[src/rtl/bwse_pkg.sv]
// Shared types and constants of the beacon name extractor.
package bwse_pkg;

    // Parser phase within one captured frame.
    typedef enum logic [2:0] {
        PH_RADIO   = 3'd0,
        PH_CONTROL = 3'd1,
        PH_ADDRESS = 3'd2,
        PH_NAME    = 3'd3,
        PH_IGNORE  = 3'd4
    } phase_t;

    // Kind of a result word.
    typedef enum logic [1:0] {
        KIND_HEADER = 2'd0,
        KIND_NAME   = 2'd1,
        KIND_CUT    = 2'd2
    } kind_t;

    localparam int unsigned OFFSET_W = 17;
    localparam logic [OFFSET_W-1:0] OFFSET_MAX = '1;
    localparam logic [15:0] BEACON_CONTROL = 16'h8000;
    localparam logic [OFFSET_W-1:0] MGMT_BODY_OFFSET = 17'd24;
    localparam logic [OFFSET_W-1:0] SRC_ADDR_FIRST = 17'd10;
    localparam logic [OFFSET_W-1:0] SRC_ADDR_LAST = 17'd15;
    localparam logic [OFFSET_W-1:0] NAME_LEN_OFFSET = MGMT_BODY_OFFSET + 17'd13;
    localparam logic [15:0] MIN_RADIO_LEN = 16'd8;

    // Depth of the queue between parser and output stage.
    localparam int unsigned QDEPTH = 2;
    localparam int unsigned QPTR_W = $clog2(QDEPTH);

    // One result word as it travels through the queue.
    typedef struct packed {
        kind_t       kind;
        logic [47:0] source_address;
        logic [5:0]  name_length;
        logic [7:0]  name_byte;
        logic        run_last;
    } bwse_result_t;

endpackage

[src/rtl/bwse_if.sv]
// Handshake interfaces for the byte input, the result output and the channel register write.
interface bwse_byte_if;
    logic       valid;
    logic       ready;
    logic [7:0] data_byte;
    logic       frame_end;

    modport source (output valid, output data_byte, output frame_end, input ready);
    modport sink (input valid, input data_byte, input frame_end, output ready);
endinterface

interface bwse_result_if;
    logic        valid;
    logic        ready;
    logic [1:0]  result_kind;
    logic [7:0]  channel_out;
    logic [47:0] source_address;
    logic [5:0]  name_length;
    logic [7:0]  name_byte;
    logic        run_last;

    modport source (output valid, output result_kind, output channel_out,
                    output source_address, output name_length, output name_byte,
                    output run_last, input ready);
    modport sink (input valid, input result_kind, input channel_out,
                  input source_address, input name_length, input name_byte,
                  input run_last, output ready);
endinterface

interface bwse_cfg_if;
    logic       valid;
    logic       ready;
    logic [7:0] channel_number;

    modport source (output valid, output channel_number, input ready);
    modport sink (input valid, input channel_number, output ready);
endinterface

[src/rtl/bwse_front.sv]
// Byte parser: tracks the frame position and classifies bytes into result words.
module bwse_front #(
    parameter int unsigned MAX_NAME_LEN = 32
) (
    input  logic                  clk,
    input  logic                  rst_n,
    bwse_byte_if.sink             byte_in,
    input  logic                  q_full,
    output logic                  push,
    output bwse_pkg::bwse_result_t entry
);
    import bwse_pkg::*;

    localparam logic [7:0] NAME_MAX = 8'(MAX_NAME_LEN);

    phase_t                phase_reg, phase_next, phase_step;
    logic [OFFSET_W-1:0]   off_reg, off_next;
    logic [15:0]           rlen_reg, rlen_next;
    logic [47:0]           src_reg, src_next;
    logic [5:0]            left_reg, left_next;

    logic                  accept;
    logic [OFFSET_W-1:0]   rel;
    logic [15:0]           rlen_full;
    logic [5:0]            clip_len;
    logic [5:0]            left_dec;
    logic                  name_last;
    logic                  in_addr;

    assign byte_in.ready = !q_full;
    assign accept = byte_in.valid && !q_full;

    // Position relative to the start of the 802.11 header.
    assign rel = (off_reg >= {1'b0, rlen_reg}) ? (off_reg - {1'b0, rlen_reg}) : '0;
    assign rlen_full = {byte_in.data_byte, rlen_reg[7:0]};
    assign clip_len = (byte_in.data_byte > NAME_MAX) ? NAME_MAX[5:0] : byte_in.data_byte[5:0];
    assign left_dec = left_reg - 6'd1;
    assign name_last = (left_dec == 6'd0) || (byte_in.data_byte == 8'd0);
    assign in_addr = (rel >= SRC_ADDR_FIRST) && (rel <= SRC_ADDR_LAST);

    // Next state of the parser.
    always_comb
    begin
        phase_step = phase_reg;
        rlen_next  = rlen_reg;
        src_next   = src_reg;
        left_next  = left_reg;
        off_next   = off_reg;
        phase_next = phase_reg;
        if (accept)
        begin
            case (phase_reg)
                PH_RADIO:
                begin
                    if (off_reg == 17'd2)
                    begin
                        rlen_next = {8'd0, byte_in.data_byte};
                    end
                    else if (off_reg == 17'd3)
                    begin
                        rlen_next = rlen_full;
                        if (rlen_full < MIN_RADIO_LEN)
                        begin
                            phase_step = PH_IGNORE;
                        end
                    end
                    else if ((off_reg > 17'd3) &&
                             (({1'b0, off_reg} + 18'd1) == {2'b00, rlen_reg}))
                    begin
                        phase_step = PH_CONTROL;
                    end
                end
                PH_CONTROL:
                begin
                    if (rel == '0)
                    begin
                        if (byte_in.data_byte != BEACON_CONTROL[15:8])
                        begin
                            phase_step = PH_IGNORE;
                        end
                    end
                    else if (byte_in.data_byte != BEACON_CONTROL[7:0])
                    begin
                        phase_step = PH_IGNORE;
                    end
                    else
                    begin
                        phase_step = PH_ADDRESS;
                    end
                end
                PH_ADDRESS:
                begin
                    if (in_addr)
                    begin
                        src_next = {src_reg[39:0], byte_in.data_byte};
                    end
                    else if (rel == NAME_LEN_OFFSET)
                    begin
                        if (clip_len == 6'd0)
                        begin
                            phase_step = PH_IGNORE;
                        end
                        else
                        begin
                            left_next  = clip_len;
                            phase_step = PH_NAME;
                        end
                    end
                end
                PH_NAME:
                begin
                    left_next = left_dec;
                    if (name_last)
                    begin
                        phase_step = PH_IGNORE;
                    end
                end
                default:
                begin
                    phase_step = PH_IGNORE;
                end
            endcase
            phase_next = phase_step;
            if (off_reg != OFFSET_MAX)
            begin
                off_next = off_reg + 17'd1;
            end
            // The last byte of a frame rearms the parser.
            if (byte_in.frame_end)
            begin
                off_next   = '0;
                rlen_next  = '0;
                src_next   = '0;
                left_next  = '0;
                phase_next = PH_RADIO;
            end
        end
    end

    // Result word produced by the accepted byte.
    always_comb
    begin
        push  = 1'b0;
        entry = '{kind: KIND_HEADER, source_address: '0, name_length: '0,
                  name_byte: '0, run_last: 1'b0};
        if (accept)
        begin
            case (phase_reg)
                PH_ADDRESS:
                begin
                    if (!in_addr && (rel == NAME_LEN_OFFSET))
                    begin
                        push                 = 1'b1;
                        entry.kind           = KIND_HEADER;
                        entry.source_address = src_reg;
                        entry.name_length    = clip_len;
                        entry.run_last       = (clip_len == 6'd0);
                    end
                end
                PH_NAME:
                begin
                    push            = 1'b1;
                    entry.kind      = KIND_NAME;
                    entry.name_byte = byte_in.data_byte;
                    entry.run_last  = name_last;
                end
                default:
                begin
                    push = 1'b0;
                end
            endcase
            // A frame that ends before its run is done reports a cut.
            if (byte_in.frame_end && (phase_step != PH_IGNORE))
            begin
                push  = 1'b1;
                entry = '{kind: KIND_CUT, source_address: '0, name_length: '0,
                          name_byte: '0, run_last: 1'b1};
            end
        end
    end

    // Control registers.
    always_ff @(posedge clk or negedge rst_n)
    begin
        if (!rst_n)
        begin
            phase_reg <= PH_RADIO;
            off_reg   <= '0;
            rlen_reg  <= '0;
            src_reg   <= '0;
            left_reg  <= '0;
        end
        else
        begin
            phase_reg <= phase_next;
            off_reg   <= off_next;
            rlen_reg  <= rlen_next;
            src_reg   <= src_next;
            left_reg  <= left_next;
        end
    end

    // A header word comes only from the address phase; on the last byte of a frame only
    // an empty name still gives a header word.
    a_header_origin: assert property (@(posedge clk) disable iff (!rst_n)
        (push && (entry.kind == KIND_HEADER)) |->
            (phase_reg == PH_ADDRESS) && (!byte_in.frame_end || entry.run_last))
        else $error("header word outside address phase");

    // A word is pushed only for an accepted byte.
    a_push_on_accept: assert property (@(posedge clk) disable iff (!rst_n)
        push |-> accept)
        else $error("word pushed without an accepted byte");

    // The byte after a frame end starts again at offset zero in the radiotap phase.
    a_frame_rearm: assert property (@(posedge clk) disable iff (!rst_n)
        (accept && byte_in.frame_end) |=> (off_reg == '0) && (phase_reg == PH_RADIO))
        else $error("parser not rearmed after frame end");

endmodule

[src/rtl/bwse_queue.sv]
// Short queue of result words between the parser and the output stage.
module bwse_queue (
    input  logic                   clk,
    input  logic                   rst_n,
    input  logic                   push,
    input  bwse_pkg::bwse_result_t push_data,
    input  logic                   pop,
    output logic                   full,
    output logic                   empty,
    output bwse_pkg::bwse_result_t head
);
    import bwse_pkg::*;

    bwse_result_t            mem [QDEPTH];
    logic [QPTR_W-1:0]       wr_ptr_reg, rd_ptr_reg;
    logic [QPTR_W:0]         count_reg;

    assign full  = (count_reg == (QPTR_W+1)'(QDEPTH));
    assign empty = (count_reg == '0);
    assign head  = mem[rd_ptr_reg];

    // Storage.
    always_ff @(posedge clk)
    begin
        if (push)
        begin
            mem[wr_ptr_reg] <= push_data;
        end
    end

    // Pointers and fill count.
    always_ff @(posedge clk or negedge rst_n)
    begin
        if (!rst_n)
        begin
            wr_ptr_reg <= '0;
            rd_ptr_reg <= '0;
            count_reg  <= '0;
        end
        else
        begin
            if (push)
            begin
                wr_ptr_reg <= (wr_ptr_reg == QPTR_W'(QDEPTH - 1)) ? '0 : wr_ptr_reg + QPTR_W'(1);
            end
            if (pop)
            begin
                rd_ptr_reg <= (rd_ptr_reg == QPTR_W'(QDEPTH - 1)) ? '0 : rd_ptr_reg + QPTR_W'(1);
            end
            if (push && !pop)
            begin
                count_reg <= count_reg + (QPTR_W+1)'(1);
            end
            else if (pop && !push)
            begin
                count_reg <= count_reg - (QPTR_W+1)'(1);
            end
        end
    end

    a_no_overflow: assert property (@(posedge clk) disable iff (!rst_n) !(push && full))
        else $error("queue written while full");

    a_no_underflow: assert property (@(posedge clk) disable iff (!rst_n) pop |-> !empty)
        else $error("queue read while empty");

    a_count_bound: assert property (@(posedge clk) disable iff (!rst_n)
        count_reg <= (QPTR_W+1)'(QDEPTH))
        else $error("queue fill count out of range");

endmodule

[src/rtl/bwse_back.sv]
// Output stage: holds the channel register and presents result words on the output channel.
module bwse_back (
    input  logic                   clk,
    input  logic                   rst_n,
    bwse_cfg_if.sink               cfg,
    bwse_result_if.source          result_out,
    input  logic                   q_empty,
    input  bwse_pkg::bwse_result_t q_head,
    output logic                   pop
);
    import bwse_pkg::*;

    logic [7:0]  channel_reg;
    logic        valid_reg;
    logic [1:0]  kind_reg;
    logic [7:0]  chan_out_reg;
    logic [47:0] addr_reg;
    logic [5:0]  len_reg;
    logic [7:0]  nbyte_reg;
    logic        last_reg;

    assign cfg.ready = 1'b1;

    // Load a new word whenever the output register is empty or being taken.
    assign pop = !q_empty && (!valid_reg || result_out.ready);

    assign result_out.valid          = valid_reg;
    assign result_out.result_kind    = kind_reg;
    assign result_out.channel_out    = chan_out_reg;
    assign result_out.source_address = addr_reg;
    assign result_out.name_length    = len_reg;
    assign result_out.name_byte      = nbyte_reg;
    assign result_out.run_last       = last_reg;

    // Channel register and output valid.
    always_ff @(posedge clk or negedge rst_n)
    begin
        if (!rst_n)
        begin
            channel_reg <= '0;
            valid_reg   <= 1'b0;
        end
        else
        begin
            if (cfg.valid)
            begin
                channel_reg <= cfg.channel_number;
            end
            if (pop)
            begin
                valid_reg <= 1'b1;
            end
            else if (result_out.ready)
            begin
                valid_reg <= 1'b0;
            end
        end
    end

    // Output payload.
    always_ff @(posedge clk)
    begin
        if (pop)
        begin
            kind_reg     <= q_head.kind;
            chan_out_reg <= (q_head.kind == KIND_HEADER) ? channel_reg : 8'd0;
            addr_reg     <= q_head.source_address;
            len_reg      <= q_head.name_length;
            nbyte_reg    <= q_head.name_byte;
            last_reg     <= q_head.run_last;
        end
    end

endmodule

[src/rtl/wifi_beacon_ssid_extractor.sv]
// Top level of the beacon name extractor.
//
// byte_in carries one captured frame byte per word (radiotap header, then
// the 802.11 frame), with frame_end set on the last byte. For every beacon
// the block sends a header word (channel, source address, name length) on
// result_out, then one word per name byte with run_last on the final one.
// A frame that ends before its run is done gives one cut-short word.
// cfg writes the channel number; it is always ready and should only be
// written while no frame is in flight.
//
// Throughput is one byte per cycle while the queue is not full: the parser
// decides each byte with one offset compare and register update. A result
// reaches result_out through a two-word queue that sits between the parser
// and the output register, so the parser keeps taking bytes while a result
// waits; byte_in.ready drops only once the queue is full behind a stalled
// receiver. Reset clears the parser to the start of a frame, empties the
// queue and sets the channel number to zero.
module wifi_beacon_ssid_extractor #(
    parameter int unsigned MAX_NAME_LEN = 32
) (
    input  logic          clk,
    input  logic          rst_n,
    bwse_byte_if.sink     byte_in,
    bwse_result_if.source result_out,
    bwse_cfg_if.sink      cfg
);
    import bwse_pkg::*;

    logic         push;
    logic         pop;
    logic         q_full;
    logic         q_empty;
    bwse_result_t entry;
    bwse_result_t q_head;

    // Parser.
    bwse_front #(
        .MAX_NAME_LEN(MAX_NAME_LEN)
    ) u_front (
        .clk     (clk),
        .rst_n   (rst_n),
        .byte_in (byte_in),
        .q_full  (q_full),
        .push    (push),
        .entry   (entry)
    );

    // Result queue.
    bwse_queue u_queue (
        .clk       (clk),
        .rst_n     (rst_n),
        .push      (push),
        .push_data (entry),
        .pop       (pop),
        .full      (q_full),
        .empty     (q_empty),
        .head      (q_head)
    );

    // Output stage.
    bwse_back u_back (
        .clk        (clk),
        .rst_n      (rst_n),
        .cfg        (cfg),
        .result_out (result_out),
        .q_empty    (q_empty),
        .q_head     (q_head),
        .pop        (pop)
    );

endmodule
[src/flat_wrapper.sv]
// flat-port wrapper written by rule: the top's interface ports become plain ports
module wifi_beacon_ssid_extractor_flat import bwse_pkg::*;
#(
    parameter int unsigned MAX_NAME_LEN = 32
)
  (clk, rst_n, byte_in_valid, byte_in_data_byte, byte_in_frame_end, byte_in_ready, result_out_valid, result_out_result_kind, result_out_channel_out, result_out_source_address, result_out_name_length, result_out_name_byte, result_out_run_last, result_out_ready, cfg_valid, cfg_channel_number, cfg_ready);
  bwse_byte_if byte_in_i ();
  bwse_result_if result_out_i ();
  bwse_cfg_if cfg_i ();
  input  logic clk;
  input  logic rst_n;
  input wire logic [$bits(byte_in_i.valid)-1:0] byte_in_valid;
  input wire logic [$bits(byte_in_i.data_byte)-1:0] byte_in_data_byte;
  input wire logic [$bits(byte_in_i.frame_end)-1:0] byte_in_frame_end;
  output wire logic [$bits(byte_in_i.ready)-1:0] byte_in_ready;
  output wire logic [$bits(result_out_i.valid)-1:0] result_out_valid;
  output wire logic [$bits(result_out_i.result_kind)-1:0] result_out_result_kind;
  output wire logic [$bits(result_out_i.channel_out)-1:0] result_out_channel_out;
  output wire logic [$bits(result_out_i.source_address)-1:0] result_out_source_address;
  output wire logic [$bits(result_out_i.name_length)-1:0] result_out_name_length;
  output wire logic [$bits(result_out_i.name_byte)-1:0] result_out_name_byte;
  output wire logic [$bits(result_out_i.run_last)-1:0] result_out_run_last;
  input wire logic [$bits(result_out_i.ready)-1:0] result_out_ready;
  input wire logic [$bits(cfg_i.valid)-1:0] cfg_valid;
  input wire logic [$bits(cfg_i.channel_number)-1:0] cfg_channel_number;
  output wire logic [$bits(cfg_i.ready)-1:0] cfg_ready;
  assign byte_in_i.valid = byte_in_valid;
  assign byte_in_i.data_byte = byte_in_data_byte;
  assign byte_in_i.frame_end = byte_in_frame_end;
  assign byte_in_ready = byte_in_i.ready;
  assign result_out_valid = result_out_i.valid;
  assign result_out_result_kind = result_out_i.result_kind;
  assign result_out_channel_out = result_out_i.channel_out;
  assign result_out_source_address = result_out_i.source_address;
  assign result_out_name_length = result_out_i.name_length;
  assign result_out_name_byte = result_out_i.name_byte;
  assign result_out_run_last = result_out_i.run_last;
  assign result_out_i.ready = result_out_ready;
  assign cfg_i.valid = cfg_valid;
  assign cfg_i.channel_number = cfg_channel_number;
  assign cfg_ready = cfg_i.ready;
  wifi_beacon_ssid_extractor #(.MAX_NAME_LEN(MAX_NAME_LEN)) u_core (.clk(clk), .rst_n(rst_n), .byte_in(byte_in_i), .result_out(result_out_i), .cfg(cfg_i));
endmodule
[config.mk]
export PLATFORM = sky130hd
export DESIGN_NAME = wifi_beacon_ssid_extractor_flat
export DESIGN_NICKNAME = d
export VERILOG_FILES = /design/src/rtl/bwse_pkg.sv /design/src/rtl/bwse_if.sv /design/src/rtl/bwse_front.sv /design/src/rtl/bwse_queue.sv /design/src/rtl/bwse_back.sv /design/src/rtl/wifi_beacon_ssid_extractor.sv /design/src/flat_wrapper.sv
export SDC_FILE = /design/constraint.sdc
export NUM_CORES = 1
export LEC_CHECK = 0
export BUFFER_PORTS_ARGS = -buffer_cell sky130_fd_sc_hd__buf_4
export CAP_MARGIN = 20
export CORE_MARGIN = 3
export CORE_UTILIZATION = 30
export DETAILED_ROUTE_END_ITERATION = 12
export GPL_ROUTABILITY_DRIVEN = 1
export PLACE_DENSITY = 0.44
export SLEW_MARGIN = 20
export SYNTH_ARGS = -nofsm -noshare
export SYNTH_HDL_FRONTEND = slang
export SYNTH_SLANG_ARGS = --single-unit
export TNS_END_PERCENT = 30
[constraint.sdc]
create_clock -name clk -period 9.9 [get_ports clk]
set_input_delay 0.495 -clock clk [delete_from_list [all_inputs] [get_ports clk]]
set_output_delay 0.495 -clock clk [all_outputs]
set_load 0.005 [all_outputs]
==> metrics.md <==
| Metric | Value |
|---|---|
| Setup-failing EPs final | 0 |
| Iter 0 DRT Violations | 649 |
| Via count | 9205 |
| Post-CTS sizing | 0 |
| Num CTS Buffers | 36 |
| I/O pins | 98 |
| Final hold viol count | 0 |
| Period utilization | 54.40% |
| Power consumption | 0.004188 W |
| Antenna violations before repair | 0 |
| Setup bufs post-CTS | 0 |
| Clock root buffer | clkbuf_16 |
| Clk_skew | 22.19 ps |
| Clock Sinks | 306 |
| Gp weighted congestion | 0.8007 |
| Grt ovf | 0 |
| Max reg flops | 130 |
| Die Footprint | 49220 sq um |
| Fin Setup TNS | 0 ps |
| Critical Path RT | 10050 ps |
| Core area | 45670 sq um |
| Pwr dens | 255.1 nW/um^2 |
| WP buf/inv | 4 |
| Post-DRT Antenna Nets | 0 |
| Crit start category | flop |
| Synth Cell Area | 13980 sq um |
| Yosys warns | 0 |
| Chip Height | 221.9 um |
| Final core occ | 35.95% |
| Number of global-route vias before repair | 8983 |
| Relative slew slack | 27.05% |
| Highest Clock Rate | 185.7 MHz |
| Fillers | 4473 |
| Crit end category | flop |
| Clk_lat worst skew | 540 ps |
| Seq/Total Area, Yosys | 62.05% |
| Area Growth Syn to Fin | 17.46% |
| CP top delay family | compound AO/OA/AOI/OAI gates |
| Leakage | 6.263 nW |
| Global Route Usage Sum | 14.36% |
| Layout cells sized above 1 | 21.70% |
| Worst Hold Class | input port to flop |
| Die span in x | 221.9 um |
| Initial DRT Pass Iterations | 5 |
| Synthesized flop and latch total | 306 |
| TritonCTS clock tree | built |
| Via-per-instance ratio | 5.055 |
| Final instance area | 16420 sq um |
| Critical-path cell list | inv_1, ha_1, inv_1, fa_1, a21o_1, a221o_2, a311oi_4, o221ai_1, a2111oi_2, nand4_2, nor4_2, buf_4, o21ai_0, a21oi_4, buf_4 |
| Peak VDD IR | 0.0001207 V |
| # diodes | 0 |
| Gate Count Post-Synth | 1110 |
| CP arrival | 5530 ps |
| Clock-pin slew on the worst setup and hold paths | 60 ps |
| Number of synthesized flops with an enable pin | 203 |
| DR WL/cell | 19.60 um |
| Site Rows | 78 |
| Synth Area per Inst | 12.59 sq um |
| Synth Net Count | 1155 |
| Synth async-reset ratio | 33.66% |
| Critical setup path kind | flop to flop |
| Max Transition Viols Final | 0 |
| First-pass GRT wire length | 55.72 mm |
| Post-synth cell types | 67 |
| Slew of the pin with the lowest slew margin | 1086 ps |
| CTS H-tree depth | 2 |
| Top FF cell, synth | edfxtp_1 |
| Clock buffer depth | 3 |
| Unrepaired setup endpoints after global routing | false |
| CP max stage delay | 700 ps |
| DP Wirelength | 23.26 mm |
| Run status | completed |
| DR DRC count | 0 |
| DRT Wirelength | 35.70 mm |
| Crit-path slowest cell | buf_4 |
| Final min period | 5386 ps |
| Fin nets | 1239 |
| IO Port Bufs | 96 |
| Initial Utilization | 30.60% |
| DP Area | 15290 sq um |
| # Max-Cap Violations | 0 |
| Largest fanout on the critical path | 62 |
| Largest net degree at the start of global routing | 67 |
power breakdown:
part / switching (W) / internal (W) / total, W
clock: 0.000524 / 0.000727 / 0.00125
sequential: 0.0000874 / 0.00166 / 0.00175
combinational: 0.000670 / 0.000521 / 0.00119
total: 0.00128 / 0.00291 / 0.00419
worst paths after layout:
kind	cells past startpoint	to	slack, ps	startpoint
worst max-delay path	15	u_core.u_queue.mem[0][16]	4510	u_core.u_front.off_reg[0]
worst min-delay path	2	u_core.u_back.channel_reg[5]	190	cfg_channel_number[5]
worst max register to register	15	u_core.u_queue.mem[0][16]	4510	u_core.u_front.off_reg[0]
worst min register to register	1	u_core.u_back.channel_reg[2]	500	u_core.u_back.channel_reg[2]
max in group asynchronous	3	u_core.u_queue.rd_ptr_reg	8040	rst_n
min in group asynchronous	2	u_core.u_front.src_reg[4]	490	rst_n
placed cells by master, fill, tap and decap left out, types with 18 or more instances in the layout:
master	Yosys	routed
nand3_1	21	21
nand2_1	100	99
o21ai_0	84	84
ha_1	22	22
a22oi_1	50	50
a21oi_1	28	27
dfrtp_1	103	102
inv_1	31	30
and4_1	30	30
buf_4	4	109
edfxtp_1	203	203
clkbuf_16	0	36
mux2_2	73	73
and2_1	39	39
xnor2_1	23	23
a22o_1	18	18
nor2_1	36	36
worst reg2reg max path, stage by stage, from the launching register on:
cell       delay [ps]
dfrtp_1           430
inv_1             100
ha_1              170
inv_1              50
fa_1              390
a21o_1            190
a221o_2           420
a311oi_4          380
o221ai_1          210
a2111oi_2         400
nand4_2           290
nor4_2            300
buf_4             340
o21ai_0           260
a21oi_4           260
buf_4             700
per-stage QoR:
stage,hold WS (ps),cells,setup slack (ps)
CTS,144.9,1821,4502
global route,158.2,1821,4181
global placement,479.4,1755,4606
finish,185.8,1821,4514
detailed placement,486.7,1755,4534
floorplan,199.4,1110,2511
routing by layer:
layer	part of all wire, %	track usage (%)	vias to the layer above
li1	-	-	4347
met1	47	20.27	4624
met2	47	22.52	181
met3	4.1	2.939	53
met4	2.3	3.983	0
met5	0	0	-
synthesized netlist by cell type, drive strengths merged, types with 18 or more instances:
library cell / number / share of area (%)
a21oi: 28 / 1.0
xnor2: 23 / 1.4
nand3: 21 / 0.75
nor2: 37 / 1.0
and2: 48 / 2.3
clkbuf: 50 / 1.3
a22oi: 50 / 2.7
edfxtp: 203 / 44
o21ai: 90 / 3.2
ha: 22 / 2.0
nand2: 100 / 2.7
dfrtp: 103 / 18
inv: 31 / 0.83
mux2: 73 / 5.9
a22o: 18 / 1.1
and4: 30 / 1.9
final cells by class:
cell class	instances	area [sq um]	share of cell area (%)
timing repair buffer	110	828.3	5.045
tap	600	750.7	4.572
inverter	31	117.6	0.7164
clock buffer	47	982.2	5.982
sequential	306	8675	52.84
multi-input combinational	709	4936	30.06
clock inverter	18	128.9	0.7849
cells by family after synthesis:
kind of cell / synth area share [%]
other: 0.02683
adders and majority gates: 2.113
AOI/OAI and AO/OA: 12.35
and+or+nand+nor: 12.27
muxes: 5.953
xor gates and xnor gates: 2.318
buffers and inverters: 2.909
DFF: 62.05
timing repair:
item,CTS,global route
endpoints found under the hold margin,39,0
setup endpoints to repair,0,0
hold buffers,1,0
Power figures use the tool's default switching activity.
